--- config.mk ---
export PLATFORM = sky130hd
export DESIGN_NAME = i2c_sensor_measurement_reader
export DESIGN_NICKNAME = d
export VERILOG_FILES = /design/src/hdl/i2csr_pkg.sv /design/src/hdl/i2csr_sequencer.sv /design/src/hdl/i2csr_scaler.sv /design/src/hdl/i2csr_out_skid.sv /design/src/hdl/i2c_sensor_measurement_reader.sv
export SDC_FILE = /design/constraint.sdc
export NUM_CORES = 1
export LEC_CHECK = 0
export ABC_AREA = 1
export BUFFER_PORTS_ARGS = -buffer_cell sky130_fd_sc_hd__buf_2
export CAP_MARGIN = 10
export CELL_PAD_IN_SITES_DETAIL_PLACEMENT = 0
export CELL_PAD_IN_SITES_GLOBAL_PLACEMENT = 1
export CORE_UTILIZATION = 50
export DETAILED_ROUTE_END_ITERATION = 10
export GPL_TIMING_DRIVEN = 1
export HOLD_SLACK_MARGIN = 0.12
export PLACE_DENSITY_LB_ADDON = 0.1
export SKIP_CTS_REPAIR_TIMING = 1
export SLEW_MARGIN = 40
export SYNTH_ARGS = -nofsm -noshare
export SYNTH_HDL_FRONTEND = slang
export SYNTH_SLANG_ARGS = --single-unit
--- constraint.sdc ---
create_clock -name clock -period 18.9 [get_ports clock]
set_clock_uncertainty 0.1 [all_clocks]
set_input_delay 0.945 -clock clock [delete_from_list [all_inputs] [get_ports clock]]
set_output_delay 0.945 -clock clock [all_outputs]
set_load 0.1 [all_outputs]
--- src/hdl/i2csr_pkg.sv ---
// Package: types, constants and register codes of the I2C sensor reader.
package i2csr_pkg;

   localparam int unsigned WAIT_WIDTH = 20;

   localparam logic [WAIT_WIDTH-1:0] DATA_SETUP_TICKS = 20'd2;
   localparam logic [WAIT_WIDTH-1:0] PHASE_HOLD_TICKS = 20'd5;
   localparam logic [WAIT_WIDTH-1:0] WAIT_MAX         = 20'hFFFFF;

   localparam logic [15:0] RAW_MASK    = 16'hFFFC;
   localparam logic [14:0] TEMP_FACTOR = 15'd17572;
   localparam logic [15:0] TEMP_OFFSET = 16'd4685;
   localparam logic [14:0] HUM_FACTOR  = 15'd12500;
   localparam logic [15:0] HUM_OFFSET  = 16'd600;

   localparam logic [2:0] CSR_DEVICE_WRITE_ADDRESS   = 3'd0;
   localparam logic [2:0] CSR_TEMPERATURE_COMMAND    = 3'd1;
   localparam logic [2:0] CSR_TEMPERATURE_WAIT_TICKS = 3'd2;
   localparam logic [2:0] CSR_HUMIDITY_WAIT_TICKS    = 3'd3;
   localparam logic [2:0] CSR_ACK_TIMEOUT_TICKS      = 3'd4;

   localparam logic [7:0]            RESET_DEVICE_WRITE_ADDRESS   = 8'd128;
   localparam logic [7:0]            RESET_TEMPERATURE_COMMAND    = 8'd243;
   localparam logic [WAIT_WIDTH-1:0] RESET_TEMPERATURE_WAIT_TICKS = 20'd85000;
   localparam logic [WAIT_WIDTH-1:0] RESET_HUMIDITY_WAIT_TICKS    = 20'd30000;
   localparam logic [7:0]            RESET_ACK_TIMEOUT_TICKS      = 8'd200;

   typedef enum logic [16:0] {
      PH_IDLE      = 17'h00001,
      PH_START_A   = 17'h00002,
      PH_START_B   = 17'h00004,
      PH_START_C   = 17'h00008,
      PH_TX_SETUP  = 17'h00010,
      PH_TX_HIGH   = 17'h00020,
      PH_ACK_LOW   = 17'h00040,
      PH_ACK_HIGH  = 17'h00080,
      PH_ACK_POLL  = 17'h00100,
      PH_STOP_A    = 17'h00200,
      PH_STOP_B    = 17'h00400,
      PH_STOP_C    = 17'h00800,
      PH_MEAS_WAIT = 17'h01000,
      PH_RX_LOW    = 17'h02000,
      PH_RX_HIGH   = 17'h04000,
      PH_MACK_A    = 17'h08000,
      PH_MACK_B    = 17'h10000
   } phase_type;

   typedef enum logic [1:0] {
      NEXT_WAIT = 2'd0,
      NEXT_OK   = 2'd1,
      NEXT_ERR  = 2'd2
   } stop_next_type;

   typedef struct packed {
      logic [7:0]            device_write_address;
      logic [7:0]            temperature_command;
      logic [WAIT_WIDTH-1:0] temperature_wait_ticks;
      logic [WAIT_WIDTH-1:0] humidity_wait_ticks;
      logic [7:0]            ack_timeout_ticks;
   } cfg_type;

   typedef struct packed {
      logic        scl_level;
      logic        sda_released;
      logic        busy_res;
      logic        done_res;
      logic        error;
      logic        is_temperature;
      logic [15:0] raw_reading;
   } seq_out_type;

   typedef struct packed {
      logic               scl_level;
      logic               sda_released;
      logic               busy_res;
      logic               done_res;
      logic               error;
      logic               is_temperature;
      logic [15:0]        raw_reading;
      logic signed [14:0] scaled_reading;
   } rsp_payload_type;

endpackage

--- src/hdl/i2csr_sequencer.sv ---
// Bus sequencer: phase machine, counters and shift register for one measurement.
module i2csr_sequencer (
   input  logic                  clock,
   input  logic                  reset,
   input  logic                  step,
   input  logic                  tick,
   input  logic                  start_request,
   input  logic [7:0]            command,
   input  logic                  sda_sample,
   input  i2csr_pkg::cfg_type    cfg,
   output i2csr_pkg::seq_out_type result
);

   i2csr_pkg::phase_type     phase_ff, phase_in;
   i2csr_pkg::stop_next_type stop_next_ff, stop_next_in;
   logic [19:0] wait_counter_ff, wait_counter_in;
   logic [7:0]  ack_poll_ff, ack_poll_in;
   logic [3:0]  bit_index_ff, bit_index_in;
   logic [1:0]  byte_index_ff, byte_index_in;
   logic [7:0]  shift_byte_ff, shift_byte_in;
   logic [7:0]  held_command_ff, held_command_in;
   logic [7:0]  high_byte_ff, high_byte_in;
   logic [7:0]  low_byte_ff, low_byte_in;
   logic        clock_line_ff, clock_line_in;
   logic        data_line_ff, data_line_in;
   logic        done;
   logic        err;

   logic [19:0] wc_inc;
   logic [19:0] meas_target;
   logic        hold_phase;
   logic        hold_setup;
   logic        hold_meas;
   logic        temp_sel;
   logic [3:0]  bit_inc;

   assign wc_inc      = (wait_counter_ff < i2csr_pkg::WAIT_MAX) ?
                        wait_counter_ff + 20'd1 : wait_counter_ff;
   assign temp_sel    = (held_command_ff == cfg.temperature_command);
   assign meas_target = temp_sel ? cfg.temperature_wait_ticks : cfg.humidity_wait_ticks;
   assign hold_phase  = (wc_inc >= i2csr_pkg::PHASE_HOLD_TICKS);
   assign hold_setup  = (wc_inc >= i2csr_pkg::DATA_SETUP_TICKS);
   assign hold_meas   = (wc_inc >= meas_target);
   assign bit_inc     = bit_index_ff + 4'd1;

   always_comb begin
      phase_in        = phase_ff;
      stop_next_in    = stop_next_ff;
      wait_counter_in = wait_counter_ff;
      ack_poll_in     = ack_poll_ff;
      bit_index_in    = bit_index_ff;
      byte_index_in   = byte_index_ff;
      shift_byte_in   = shift_byte_ff;
      held_command_in = held_command_ff;
      high_byte_in    = high_byte_ff;
      low_byte_in     = low_byte_ff;
      clock_line_in   = clock_line_ff;
      data_line_in    = data_line_ff;
      done            = 1'b0;
      err             = 1'b0;
      if (phase_ff == i2csr_pkg::PH_IDLE) begin
         if (start_request) begin
            held_command_in = command;
            byte_index_in   = 2'd0;
            bit_index_in    = 4'd0;
            stop_next_in    = i2csr_pkg::NEXT_WAIT;
            phase_in        = i2csr_pkg::PH_START_A;
            clock_line_in   = 1'b1;
            data_line_in    = 1'b1;
            wait_counter_in = '0;
         end
      end else if (tick) begin
         case (phase_ff)
            i2csr_pkg::PH_START_A: begin
               wait_counter_in = wc_inc;
               if (hold_phase) begin
                  phase_in        = i2csr_pkg::PH_START_B;
                  clock_line_in   = 1'b1;
                  data_line_in    = 1'b0;
                  wait_counter_in = '0;
               end
            end
            i2csr_pkg::PH_START_B: begin
               wait_counter_in = wc_inc;
               if (hold_phase) begin
                  phase_in        = i2csr_pkg::PH_START_C;
                  clock_line_in   = 1'b0;
                  data_line_in    = 1'b0;
                  wait_counter_in = '0;
               end
            end
            i2csr_pkg::PH_START_C: begin
               wait_counter_in = wc_inc;
               if (hold_phase) begin
                  shift_byte_in   = (byte_index_ff == 2'd2) ?
                                    cfg.device_write_address + 8'd1 :
                                    cfg.device_write_address;
                  bit_index_in    = 4'd0;
                  phase_in        = i2csr_pkg::PH_TX_SETUP;
                  clock_line_in   = 1'b0;
                  data_line_in    = shift_byte_in[7];
                  wait_counter_in = '0;
               end
            end
            i2csr_pkg::PH_TX_SETUP: begin
               wait_counter_in = wc_inc;
               if (hold_setup) begin
                  phase_in        = i2csr_pkg::PH_TX_HIGH;
                  clock_line_in   = 1'b1;
                  wait_counter_in = '0;
               end
            end
            i2csr_pkg::PH_TX_HIGH: begin
               wait_counter_in = wc_inc;
               if (hold_phase) begin
                  shift_byte_in   = {shift_byte_ff[6:0], 1'b0};
                  bit_index_in    = bit_inc;
                  wait_counter_in = '0;
                  clock_line_in   = 1'b0;
                  if (bit_inc >= 4'd8) begin
                     phase_in     = i2csr_pkg::PH_ACK_LOW;
                     data_line_in = 1'b1;
                  end else begin
                     phase_in     = i2csr_pkg::PH_TX_SETUP;
                     data_line_in = shift_byte_ff[6];
                  end
               end
            end
            i2csr_pkg::PH_ACK_LOW: begin
               wait_counter_in = wc_inc;
               if (hold_setup) begin
                  phase_in        = i2csr_pkg::PH_ACK_HIGH;
                  clock_line_in   = 1'b1;
                  data_line_in    = 1'b1;
                  wait_counter_in = '0;
               end
            end
            i2csr_pkg::PH_ACK_HIGH: begin
               wait_counter_in = wc_inc;
               if (hold_setup) begin
                  ack_poll_in     = 8'd0;
                  phase_in        = i2csr_pkg::PH_ACK_POLL;
                  clock_line_in   = 1'b1;
                  data_line_in    = 1'b1;
                  wait_counter_in = '0;
               end
            end
            i2csr_pkg::PH_ACK_POLL: begin
               if (!sda_sample) begin
                  wait_counter_in = '0;
                  clock_line_in   = 1'b0;
                  if (byte_index_ff == 2'd0) begin
                     byte_index_in = 2'd1;
                     shift_byte_in = held_command_ff;
                     bit_index_in  = 4'd0;
                     phase_in      = i2csr_pkg::PH_TX_SETUP;
                     data_line_in  = held_command_ff[7];
                  end else if (byte_index_ff == 2'd1) begin
                     stop_next_in  = i2csr_pkg::NEXT_WAIT;
                     phase_in      = i2csr_pkg::PH_STOP_A;
                     data_line_in  = 1'b0;
                  end else begin
                     byte_index_in = 2'd0;
                     bit_index_in  = 4'd0;
                     shift_byte_in = 8'd0;
                     phase_in      = i2csr_pkg::PH_RX_LOW;
                     data_line_in  = 1'b1;
                  end
               end else if (ack_poll_ff >= cfg.ack_timeout_ticks) begin
                  stop_next_in    = i2csr_pkg::NEXT_ERR;
                  phase_in        = i2csr_pkg::PH_STOP_A;
                  clock_line_in   = 1'b0;
                  data_line_in    = 1'b0;
                  wait_counter_in = '0;
               end else begin
                  ack_poll_in = ack_poll_ff + 8'd1;
               end
            end
            i2csr_pkg::PH_STOP_A: begin
               wait_counter_in = wc_inc;
               if (hold_phase) begin
                  phase_in        = i2csr_pkg::PH_STOP_B;
                  clock_line_in   = 1'b1;
                  data_line_in    = 1'b0;
                  wait_counter_in = '0;
               end
            end
            i2csr_pkg::PH_STOP_B: begin
               wait_counter_in = wc_inc;
               if (hold_phase) begin
                  phase_in        = i2csr_pkg::PH_STOP_C;
                  clock_line_in   = 1'b1;
                  data_line_in    = 1'b1;
                  wait_counter_in = '0;
               end
            end
            i2csr_pkg::PH_STOP_C: begin
               wait_counter_in = wc_inc;
               if (hold_phase) begin
                  clock_line_in   = 1'b1;
                  data_line_in    = 1'b1;
                  wait_counter_in = '0;
                  if (stop_next_ff == i2csr_pkg::NEXT_WAIT) begin
                     byte_index_in = 2'd2;
                     phase_in      = i2csr_pkg::PH_MEAS_WAIT;
                  end else begin
                     phase_in = i2csr_pkg::PH_IDLE;
                     done     = 1'b1;
                     err      = (stop_next_ff == i2csr_pkg::NEXT_ERR);
                  end
               end
            end
            i2csr_pkg::PH_MEAS_WAIT: begin
               wait_counter_in = wc_inc;
               if (hold_meas) begin
                  phase_in        = i2csr_pkg::PH_START_A;
                  clock_line_in   = 1'b1;
                  data_line_in    = 1'b1;
                  wait_counter_in = '0;
               end
            end
            i2csr_pkg::PH_RX_LOW: begin
               wait_counter_in = wc_inc;
               if (hold_setup) begin
                  phase_in        = i2csr_pkg::PH_RX_HIGH;
                  clock_line_in   = 1'b1;
                  data_line_in    = 1'b1;
                  wait_counter_in = '0;
               end
            end
            i2csr_pkg::PH_RX_HIGH: begin
               if (wait_counter_ff == 20'd0) begin
                  shift_byte_in = {shift_byte_ff[6:0], sda_sample};
               end
               wait_counter_in = wc_inc;
               if (hold_phase) begin
                  bit_index_in    = bit_inc;
                  clock_line_in   = 1'b0;
                  wait_counter_in = '0;
                  if (bit_inc >= 4'd8) begin
                     phase_in     = i2csr_pkg::PH_MACK_A;
                     data_line_in = (byte_index_ff >= 2'd2);
                  end else begin
                     phase_in     = i2csr_pkg::PH_RX_LOW;
                     data_line_in = 1'b1;
                  end
               end
            end
            i2csr_pkg::PH_MACK_A: begin
               wait_counter_in = wc_inc;
               if (hold_phase) begin
                  phase_in        = i2csr_pkg::PH_MACK_B;
                  clock_line_in   = 1'b1;
                  wait_counter_in = '0;
               end
            end
            i2csr_pkg::PH_MACK_B: begin
               wait_counter_in = wc_inc;
               if (hold_phase) begin
                  if (byte_index_ff == 2'd0) begin
                     high_byte_in = shift_byte_ff;
                  end else if (byte_index_ff == 2'd1) begin
                     low_byte_in = shift_byte_ff;
                  end
                  clock_line_in   = 1'b0;
                  wait_counter_in = '0;
                  if (byte_index_ff >= 2'd2) begin
                     stop_next_in = i2csr_pkg::NEXT_OK;
                     phase_in     = i2csr_pkg::PH_STOP_A;
                     data_line_in = 1'b0;
                  end else begin
                     byte_index_in = byte_index_ff + 2'd1;
                     bit_index_in  = 4'd0;
                     shift_byte_in = 8'd0;
                     phase_in      = i2csr_pkg::PH_RX_LOW;
                     data_line_in  = 1'b1;
                  end
               end
            end
            default: begin
               phase_in        = i2csr_pkg::PH_IDLE;
               clock_line_in   = 1'b1;
               data_line_in    = 1'b1;
               wait_counter_in = '0;
            end
         endcase
      end
   end

   always_comb begin
      result.scl_level      = clock_line_in;
      result.sda_released   = data_line_in;
      result.busy_res       = (phase_in != i2csr_pkg::PH_IDLE);
      result.done_res       = done;
      result.error          = err;
      result.is_temperature = done && temp_sel;
      result.raw_reading    = (done && !err) ?
                              ({high_byte_ff, low_byte_ff} & i2csr_pkg::RAW_MASK) : 16'd0;
   end

   always_ff @(posedge clock) begin
      if (reset) begin
         phase_ff        <= i2csr_pkg::PH_IDLE;
         stop_next_ff    <= i2csr_pkg::NEXT_WAIT;
         wait_counter_ff <= '0;
         ack_poll_ff     <= '0;
         bit_index_ff    <= '0;
         byte_index_ff   <= '0;
         shift_byte_ff   <= '0;
         held_command_ff <= '0;
         high_byte_ff    <= '0;
         low_byte_ff     <= '0;
         clock_line_ff   <= 1'b1;
         data_line_ff    <= 1'b1;
      end else if (step) begin
         phase_ff        <= phase_in;
         stop_next_ff    <= stop_next_in;
         wait_counter_ff <= wait_counter_in;
         ack_poll_ff     <= ack_poll_in;
         bit_index_ff    <= bit_index_in;
         byte_index_ff   <= byte_index_in;
         shift_byte_ff   <= shift_byte_in;
         held_command_ff <= held_command_in;
         high_byte_ff    <= high_byte_in;
         low_byte_ff     <= low_byte_in;
         clock_line_ff   <= clock_line_in;
         data_line_ff    <= data_line_in;
      end
   end

endmodule

--- src/hdl/i2csr_scaler.sv ---
// Reading conversion: raw sensor word to hundredths of a degree or percent.
module i2csr_scaler (
   input  logic               valid_reading,
   input  logic               is_temperature,
   input  logic [15:0]        raw_reading,
   output logic signed [14:0] scaled_reading
);

   logic [14:0] factor;
   logic [15:0] offset;
   logic [30:0] product;
   logic [15:0] difference;

   assign factor     = is_temperature ? i2csr_pkg::TEMP_FACTOR : i2csr_pkg::HUM_FACTOR;
   assign offset     = is_temperature ? i2csr_pkg::TEMP_OFFSET : i2csr_pkg::HUM_OFFSET;
   assign product    = 31'(factor) * 31'(raw_reading);
   assign difference = {1'b0, product[30:16]} - offset;

   assign scaled_reading = valid_reading ? signed'(difference[14:0]) : 15'sd0;

endmodule

--- src/hdl/i2csr_out_skid.sv ---
// Two-entry output stage: result register plus skid register.
module i2csr_out_skid (
   input  logic                        clock,
   input  logic                        reset,
   input  logic                        in_take,
   input  i2csr_pkg::rsp_payload_type  in_data,
   output logic                        in_full,
   output logic                        out_valid,
   input  logic                        out_stall,
   output i2csr_pkg::rsp_payload_type  out_data
);

   logic                       main_valid_ff, main_valid_in;
   logic                       skid_valid_ff, skid_valid_in;
   i2csr_pkg::rsp_payload_type main_data_ff, main_data_in;
   i2csr_pkg::rsp_payload_type skid_data_ff, skid_data_in;
   logic                       main_free;

   assign main_free = !main_valid_ff || !out_stall;

   always_comb begin
      main_valid_in = main_valid_ff;
      skid_valid_in = skid_valid_ff;
      main_data_in  = main_data_ff;
      skid_data_in  = skid_data_ff;
      if (main_free) begin
         main_valid_in = skid_valid_ff || in_take;
         main_data_in  = skid_valid_ff ? skid_data_ff : in_data;
         skid_valid_in = 1'b0;
      end else if (in_take) begin
         skid_valid_in = 1'b1;
         skid_data_in  = in_data;
      end
   end

   always_ff @(posedge clock) begin
      if (reset) begin
         main_valid_ff <= 1'b0;
         skid_valid_ff <= 1'b0;
      end else begin
         main_valid_ff <= main_valid_in;
         skid_valid_ff <= skid_valid_in;
      end
      main_data_ff <= main_data_in;
      skid_data_ff <= skid_data_in;
   end

   assign in_full   = skid_valid_ff;
   assign out_valid = main_valid_ff;
   assign out_data  = main_data_ff;

endmodule

--- src/hdl/i2c_sensor_measurement_reader.sv ---
// Top level of the I2C sensor measurement reader.
// Each accepted transaction is one step of the bus sequencer (one microsecond
// tick or a start request) and yields exactly one result transaction from the
// output register, passing through the skid register first when the result
// side stalls. A transaction can be accepted in every cycle in which req_stall
// is low: the next state of the phase machine and counters and the conversion
// multiplier are combinational, and a two-entry output stage raises req_stall
// only when both the result and the skid register hold results not yet taken.
// Configuration writes take effect on the next step.
module i2c_sensor_measurement_reader (
   input  logic               clock,
   input  logic               reset,
   input  logic               req_valid,
   output logic               req_stall,
   input  logic               req_tick,
   input  logic               req_start_request,
   input  logic [7:0]         req_command,
   input  logic               req_sda_sample,
   output logic               rsp_valid,
   input  logic               rsp_stall,
   output logic               rsp_scl_level,
   output logic               rsp_sda_released,
   output logic               rsp_busy_res,
   output logic               rsp_done_res,
   output logic               rsp_error,
   output logic               rsp_is_temperature,
   output logic [15:0]        rsp_raw_reading,
   output logic signed [14:0] rsp_scaled_reading,
   input  logic               csr_write_enable,
   input  logic [2:0]         csr_index,
   input  logic [19:0]        csr_write_data
);

   i2csr_pkg::cfg_type         cfg_ff, cfg_in;
   i2csr_pkg::seq_out_type     seq_result;
   i2csr_pkg::rsp_payload_type rsp_data;
   i2csr_pkg::rsp_payload_type out_data;
   logic signed [14:0]         scaled;
   logic                       step;
   logic                       skid_full;

   assign step      = req_valid && !skid_full;
   assign req_stall = skid_full;

   always_comb begin
      cfg_in = cfg_ff;
      if (csr_write_enable) begin
         case (csr_index)
            i2csr_pkg::CSR_DEVICE_WRITE_ADDRESS:
               cfg_in.device_write_address = csr_write_data[7:0];
            i2csr_pkg::CSR_TEMPERATURE_COMMAND:
               cfg_in.temperature_command = csr_write_data[7:0];
            i2csr_pkg::CSR_TEMPERATURE_WAIT_TICKS:
               cfg_in.temperature_wait_ticks = csr_write_data;
            i2csr_pkg::CSR_HUMIDITY_WAIT_TICKS:
               cfg_in.humidity_wait_ticks = csr_write_data;
            i2csr_pkg::CSR_ACK_TIMEOUT_TICKS:
               cfg_in.ack_timeout_ticks = csr_write_data[7:0];
            default: cfg_in = cfg_ff;
         endcase
      end
   end

   always_ff @(posedge clock) begin
      if (reset) begin
         cfg_ff.device_write_address   <= i2csr_pkg::RESET_DEVICE_WRITE_ADDRESS;
         cfg_ff.temperature_command    <= i2csr_pkg::RESET_TEMPERATURE_COMMAND;
         cfg_ff.temperature_wait_ticks <= i2csr_pkg::RESET_TEMPERATURE_WAIT_TICKS;
         cfg_ff.humidity_wait_ticks    <= i2csr_pkg::RESET_HUMIDITY_WAIT_TICKS;
         cfg_ff.ack_timeout_ticks      <= i2csr_pkg::RESET_ACK_TIMEOUT_TICKS;
      end else begin
         cfg_ff <= cfg_in;
      end
   end

   i2csr_sequencer u_sequencer (
      .clock         (clock),
      .reset         (reset),
      .step          (step),
      .tick          (req_tick),
      .start_request (req_start_request),
      .command       (req_command),
      .sda_sample    (req_sda_sample),
      .cfg           (cfg_ff),
      .result        (seq_result)
   );

   i2csr_scaler u_scaler (
      .valid_reading  (seq_result.done_res && !seq_result.error),
      .is_temperature (seq_result.is_temperature),
      .raw_reading    (seq_result.raw_reading),
      .scaled_reading (scaled)
   );

   always_comb begin
      rsp_data.scl_level      = seq_result.scl_level;
      rsp_data.sda_released   = seq_result.sda_released;
      rsp_data.busy_res       = seq_result.busy_res;
      rsp_data.done_res       = seq_result.done_res;
      rsp_data.error          = seq_result.error;
      rsp_data.is_temperature = seq_result.is_temperature;
      rsp_data.raw_reading    = seq_result.raw_reading;
      rsp_data.scaled_reading = scaled;
   end

   i2csr_out_skid u_out_skid (
      .clock     (clock),
      .reset     (reset),
      .in_take   (step),
      .in_data   (rsp_data),
      .in_full   (skid_full),
      .out_valid (rsp_valid),
      .out_stall (rsp_stall),
      .out_data  (out_data)
   );

   assign rsp_scl_level      = out_data.scl_level;
   assign rsp_sda_released   = out_data.sda_released;
   assign rsp_busy_res       = out_data.busy_res;
   assign rsp_done_res       = out_data.done_res;
   assign rsp_error          = out_data.error;
   assign rsp_is_temperature = out_data.is_temperature;
   assign rsp_raw_reading    = out_data.raw_reading;
   assign rsp_scaled_reading = out_data.scaled_reading;

endmodule

# Word-level counts from Yosys, hierarchy flattened

Cells that the tools add are included.

Register bits after elaboration: 227
Input port bits: 39
Output and inout port bits: 39
Word-level logic and storage cells: 272

Add/subtract/negate cells: 6
$mul: 1
Magnitude comparators: 7
Eq/ne operators: 49
Multiplexer cells: 127
Bitwise gates (word level): 3
Reductions and logical operators: 44

Operator list:

| operator              | count |
|---|---|
| $mux 17               | 21 |
| $pmux 17 s16          | 1 |
| $mux 20               | 10 |
| $mux 8                | 12 |
| $pmux 20 s4           | 1 |
| $mux 4                | 10 |
| $pmux 8 s5            | 1 |
| $mux 1                | 37 |
| $mux 37               | 1 |
| $mux 2                | 18 |
| $mux 16               | 2 |
| $mul 15x16->31        | 1 |
| $mux 15               | 2 |
| $mux 14               | 2 |
| $mux 13               | 2 |
| $add 20x1->20 const B | 1 |
| $ge 20x2->1 const B   | 1 |
| $ge 20x20->1          | 1 |
| $ge 20x3->1 const B   | 1 |
| $logic_not 20->1      | 1 |
| $lt 20x20->1 const B  | 1 |
| $reduce_and 10->1     | 2 |
| $ne 3x1->1 const B    | 6 |
| $eq 17x1->1 const B   | 1 |
| 64 further kinds      | 101 |

# Depth between registers and ports, before layout

Depth in word-level cells: 14
Mapped depth: 52
Mapped depth without buffers: 51

# Cells and area by module

A second synthesis with hierarchy kept.

Cells, all modules: 2580
Area total of the unflattened synthesis: 18631.6 sq um

Modules (own cells, without submodules):

| module                        | instances | cells an instance | area an instance (sq um) | sequential area each (sq um) |
|---|---|---|---|---|
| i2csr_sequencer               | 1         | 1231              | 7566.0                   | 1701.6 |
| i2csr_scaler                  | 1         | 781               | 5690.5                   | 0.0 |
| i2csr_out_skid                | 1         | 204               | 2836.5                   | 2262.2 |
| i2c_sensor_measurement_reader | 1         | 364               | 2538.7                   | 1281.2 |

# Worst setup path after synthesis

Ideal clock, no wire load.

Path kind: reg-to-reg
Start point: register u_sequencer.wait_counter_ff[0]
End point: register u_out_skid.skid_data_ff[12] in the netlist's numbering (data pin)
Library setup time: 0.255 ns
Arrival time: 7.617 ns
Required time: 18.545 ns
Slack: 10.928 ns
Stages on the path, launching flop included: 46
Path buffers: 2
Period minus slack after synthesis: 7.972 ns
Cells stage by stage: dfxtp_1 > ha_1 > nand2_1 > nor2_4 > nand2_2 > nor2_4 > nand2_4 > nand2_1 > nor2_1 > a21oi_2 > a21oi_2 > nand3_4 > buf_2 > nand2_1 > nor2_1 > inv_1 > nor2_1 > inv_1 > [10 not listed] > inv_1 > ha_1 > ha_1 > a21oi_1 > o21ai_0 > inv_1 > nand2_2 > xor2_1 > ha_1 > inv_1 > or2_2 > nand2_1 > nand3_2 > nor2_1 > nand2_1 > nand3b_1 > nand2_1 > and3_1

RTL lines:

| item                     | RTL line               | RTL |
|---|---|---|
| start: declaration       | i2csr_sequencer.sv:16  | `logic [19:0] wait_counter_ff, wait_counter_in;` |
| start signal: assignment | i2csr_sequencer.sv:318 | `wait_counter_ff <= wait_counter_in;` |
| end signal: assignment   | i2csr_out_skid.sv:45   | `skid_data_ff <= skid_data_in;` |
| end: declaration         | i2csr_out_skid.sv:16   | `i2csr_pkg::rsp_payload_type skid_data_ff, skid_data_in;` |

# Final worst setup path

Start point: register u_sequencer.wait_counter_ff[0]
End point: register u_out_skid.main_data_ff (netlist bit u_out_skid.out_data[11]) (data pin)

Cells in the longest elaborated chain, start to end: 14
Elaborated cells between the ends (all ways): 22
Those cells by class: 2 x add/sub; 1 x mul; 2 x order compare; 14 x mux; 3 x reduce/logical

Ends and longest elaborated chain:

| item                                          | RTL line                                                    | RTL |
|---|---|---|
| $add 20x1->20 or $lt 20x20->1 (tied branches) | i2csr_sequencer.sv:38, i2csr_sequencer.sv:37                |  |
| $mux 20 (*)                                   | i2csr_sequencer.sv:37                                       | `assign wc_inc = (wait_counter_ff < i2csr_pkg::WAIT_MAX) ?` |
| $ge 20x3->1 (*)                               | i2csr_sequencer.sv:41                                       | `assign hold_phase = (wc_inc >= i2csr_pkg::PHASE_HOLD_TICKS);` |
| $mux 1                                        | i2csr_sequencer.sv:199                                      | `if (hold_phase) begin` |
| $mux 1                                        | i2csr_sequencer.sv:73                                       | `case (phase_ff)` |
| $mux 1                                        | i2csr_sequencer.sv:72                                       | `end else if (tick) begin` |
| $mux 1                                        | i2csr_sequencer.sv:61                                       | `if (phase_ff == i2csr_pkg::PH_IDLE) begin` |
| $logic_not 1->1                               | i2csr_sequencer.sv:297, i2c_sensor_measurement_reader.sv:89 |  |
| $logic_and 1x1->1                             | i2csr_sequencer.sv:297, i2c_sensor_measurement_reader.sv:89 |  |
| $mux 16                                       | i2csr_sequencer.sv:297                                      | `result.raw_reading = (done && !err) ?` |
| $mul 15x16->31                                | i2csr_scaler.sv:16                                          | `assign product = 31'(factor) * 31'(raw_reading);` |
| $sub 15x15->15                                | i2csr_scaler.sv:17                                          | `assign difference = {1'b0, product[30:16]} - offset;` |
| $mux 15 (*)                                   | i2csr_scaler.sv:19                                          | `assign scaled_reading = valid_reading ? signed'(difference[14:0]) : 15'sd0;` |
| $mux 37 (*)                                   | i2csr_out_skid.sv:28                                        | `main_data_in = skid_valid_ff ? skid_data_ff : in_data;` |
| end signal: assignment                        | i2csr_out_skid.sv:44                                        | `main_data_ff <= main_data_in;` |
| end: declaration                              | i2csr_out_skid.sv:15                                        | `i2csr_pkg::rsp_payload_type main_data_ff, main_data_in;` |

Mark *: on every way between the ends. The rest lies on a longest branch, timed or not.
A chain may end at the register's enable or synchronous reset.

==> impl_results.md <==
* Outcome: finished, final reports clean
* Critical setup path kind: flop to flop
* Hold slack at 351 ps
* Routed WL per cell at approximately 18 microns
* Unrepaired setup endpoints after global routing: no
* Ant. Diodes at 0
* Final critical-path required period at 9450 ps
* TritonCTS buffer count at 26
* Total congestion overflow at 0
* Post-synth top area cell: sky130_fd_sc_hd__dfxtp_1
* Tightest Hold Check Type: flop to flop
* Clock root buffer: sky130_fd_sc_hd__clkbuf_16
* Initial antenna violation count at 0
* Final cell area excluding filler cells at 0.0185 sq mm
* Number of synthesized register bits at between 200 and 250
* Placed instance count at 2708
* Wire length of the first global-routing pass at 78.4 mm
* Number of detailed-route iterations in the first pass at 7
* Number of buffer and inverter instances along the worst setup path at 4
* Count of routing violations after the opening detailed-route iteration at 1168
* H-tree depth at 1
* Leak Pwr at 8.93 nW
* Starting Density at 51.2%
* Final weighted congestion in routability-driven placement at roughly 0.95
* Worst setup slack after layout at ~9400 ps
* Number of standard cells in the final layout excluding fillers at 2755
* Post-CTS clock slew at the launch and capture registers of the worst setup and hold paths at 60 ps
* CP max-delay cell: sky130_fd_sc_hd__inv_1
* Timing-limited maximum frequency at 106 MHz
* Count leader, synth: sky130_fd_sc_hd__nand2_1
* Summed instance area of the synthesized netlist at between 0.015 and 0.02 sq mm
* Total count of hold-check failures in the final report at 0
* Fin util at 56.4%
* Number of remaining DRC errors at 0
* Final number of max-transition violations at 0
* Vias after detailed routing at about 15000
* ANT nets after route at 0
* Proportion of synthesized chip area in sequential cells at ~31%
* Via count of the first global-routing pass at 14200
* Vias per Instance at 5.50
* Design Power at 1.17 mW
* Part of the cycle the worst path needs at 50.0%
* Warnings from Yosys at 0
* Largest net degree at the start of global routing at 86
* Final wirelength at 50.3 mm
* Number of top-level design ports at 78
* Global-route usage over all layers at 29.6%
* Worst-skew pair later-pin latency at about 560 ps
* PD cells at 63.5 mW/mm^2
* Mean cell area of the mapped netlist at 7.49 sq um
* Post-synth top cells: sky130_fd_sc_hd__nand2_1 (355), sky130_fd_sc_hd__inv_1 (335), sky130_fd_sc_hd__nor2_1 (256)
* Cells after Synth at about 2200
* Final nets at 2553
* Worst relative slew slack at between 40 and 50%
* Top cell family by delay on the critical path: adder cells
* Largest fanout on the critical path at 27
* CP max stage delay at 630 ps
* Number of setup violations in the final report at 0
* Number of enable-type register cells in the synthesized netlist at 70
* WP data required at 19080 ps
* Nature of the critical path startpoint: flop
* Die Footprint at 0.0343 sq mm
* Fill cell total of the finished layout at approximately 3200
* Biggest area contributors in the synthesized netlist: sky130_fd_sc_hd__dfxtp_1 (18%), sky130_fd_sc_hd__edfxtp_1 (13%), sky130_fd_sc_hd__ha_1 (12%)
* Asr flop ratio synth at 0%
* CP arrival at 9630 ps
* Most used cell along the critical path: sky130_fd_sc_hd__nand2_1
* Port-buffer cells at 75
* Ys flop type: sky130_fd_sc_hd__dfxtp_1
* HPWL Detailed at 39.1 mm
* Setup TNS at 0 ps
* Post-place setup slack at 9610 ps
* Floorplan Core Area at 0.0328 sq mm
* Count of max-cap constraint violations at 0
* Netlist cell types at 62
* Row Count at 66
* Layout Area Growth over Synthesis at 10.1%
* Clock Tree Buf Depth at 3
* Area share of the leading cell type in the synthesized netlist at 18.0%
* Fraction of layout cells with a size suffix above 1 at roughly a tenth
* Transition time at the pin with the least slew margin at 809 ps
* DIE HEIGHT at 185 microns
* CTS tree: yes
* Worst Setup End Kind: flop
* VDD IR max at 0.0000638 V
* Number of clock sinks at 221
* X dimension of the die at 185 microns
* Placed standard-cell area at ~0.018 sq mm
==> flip-flops by register name (all words and copies together) (netlist names) <==
| register | cells |
|---|---|
| cfg_ff | 64 |
| u_out_skid.in_full | 1 |
| u_out_skid.out_data | 35 |
| u_out_skid.out_valid | 1 |
| u_out_skid.skid_data_ff | 35 |
| u_sequencer.ack_poll_ff | 8 |
| u_sequencer.bit_index_ff | 4 |
| u_sequencer.byte_index_ff | 2 |
| u_sequencer.clock_line_ff | 1 |
| u_sequencer.data_line_ff | 1 |
| u_sequencer.held_command_ff | 8 |
| u_sequencer.high_byte_ff | 8 |
| u_sequencer.low_byte_ff | 6 |
| u_sequencer.phase_ff | 17 |
| u_sequencer.shift_byte_ff | 8 |
| u_sequencer.stop_next_ff | 2 |
| u_sequencer.wait_counter_ff | 20 |
==> area by class of cell <==
cell class	instances	area, sq um	area share [%]
inverter	349	1310	7.09
sequential	221	5130	27.7
clock buffer	35	746	4.04
timing repair buffer	87	480	2.60
clock inverter	12	126	0.684
tap	442	553	2.99
multi-input combinational	1609	10100	54.9
==> worst min-delay path: cells and delay by family (launching register included) <==
kind / cells / cell delay, ps
buf+inv: 1 / 60
compound gates: 1 / 50
flops: 1 / 290
==> report_power, final <==
group	internal, mW	switching (mW)
clock network	0.305	0.212
logic	0.0323	0.112
registers	0.504	0.00801
==> cell families (layout without fill, tap and decap cells) <==
| logic type | after synthesis | in the layout | synth area share [%] |
|---|---|---|---|
| and+or+nand+nor | 922 | 922 | 24.8 |
| buffers and inverters | 425 | 483 | 9.66 |
| AOI/OAI and AO/OA | 413 | 413 | 13.6 |
| DFF | 221 | 221 | 30.5 |
| adders and majority gates | 220 | 220 | 19.3 |
| xor gates and xnor gates | 25 | 25 | 1.35 |
| muxes | 12 | 12 | 0.753 |
| other | 2 | 17 | 0.0447 |
==> cells in the final DEF, fill, tap and decap left out, drive strengths merged, types with 18 or more instances in the layout <==
master  count
o21ai     167
nand3     118
edfxtp     70
nor3       53
buf        87
nor2      274
clkbuf     35
nand4      41
inv       345
nand2     386
fa         64
a21oi     167
ha        156
dfxtp     151
a211oi     18
==> routing by layer <==
layer | track usage (%) | part of all wire [%]
met1 | 42.5 | 48
met2 | 45.3 | 43
met3 | 4.42 | 6.1
met4 | 9.32 | 3.0
met5 | 0 | 0
==> final timing paths <==
kind / slack (ps) / start / cells after the start / to
hold / removal: 350 / cfg_ff[8] / 2 / cfg_ff[8]
setup / recovery: 9450 / u_sequencer.wait_counter_ff[0] / 41 / u_out_skid.out_data[11]
hold reg to reg: 350 / cfg_ff[8] / 2 / cfg_ff[8]
setup reg to reg: 9450 / u_sequencer.wait_counter_ff[0] / 41 / u_out_skid.out_data[11]
Note: power is estimated with default switching activity, not from simulation.
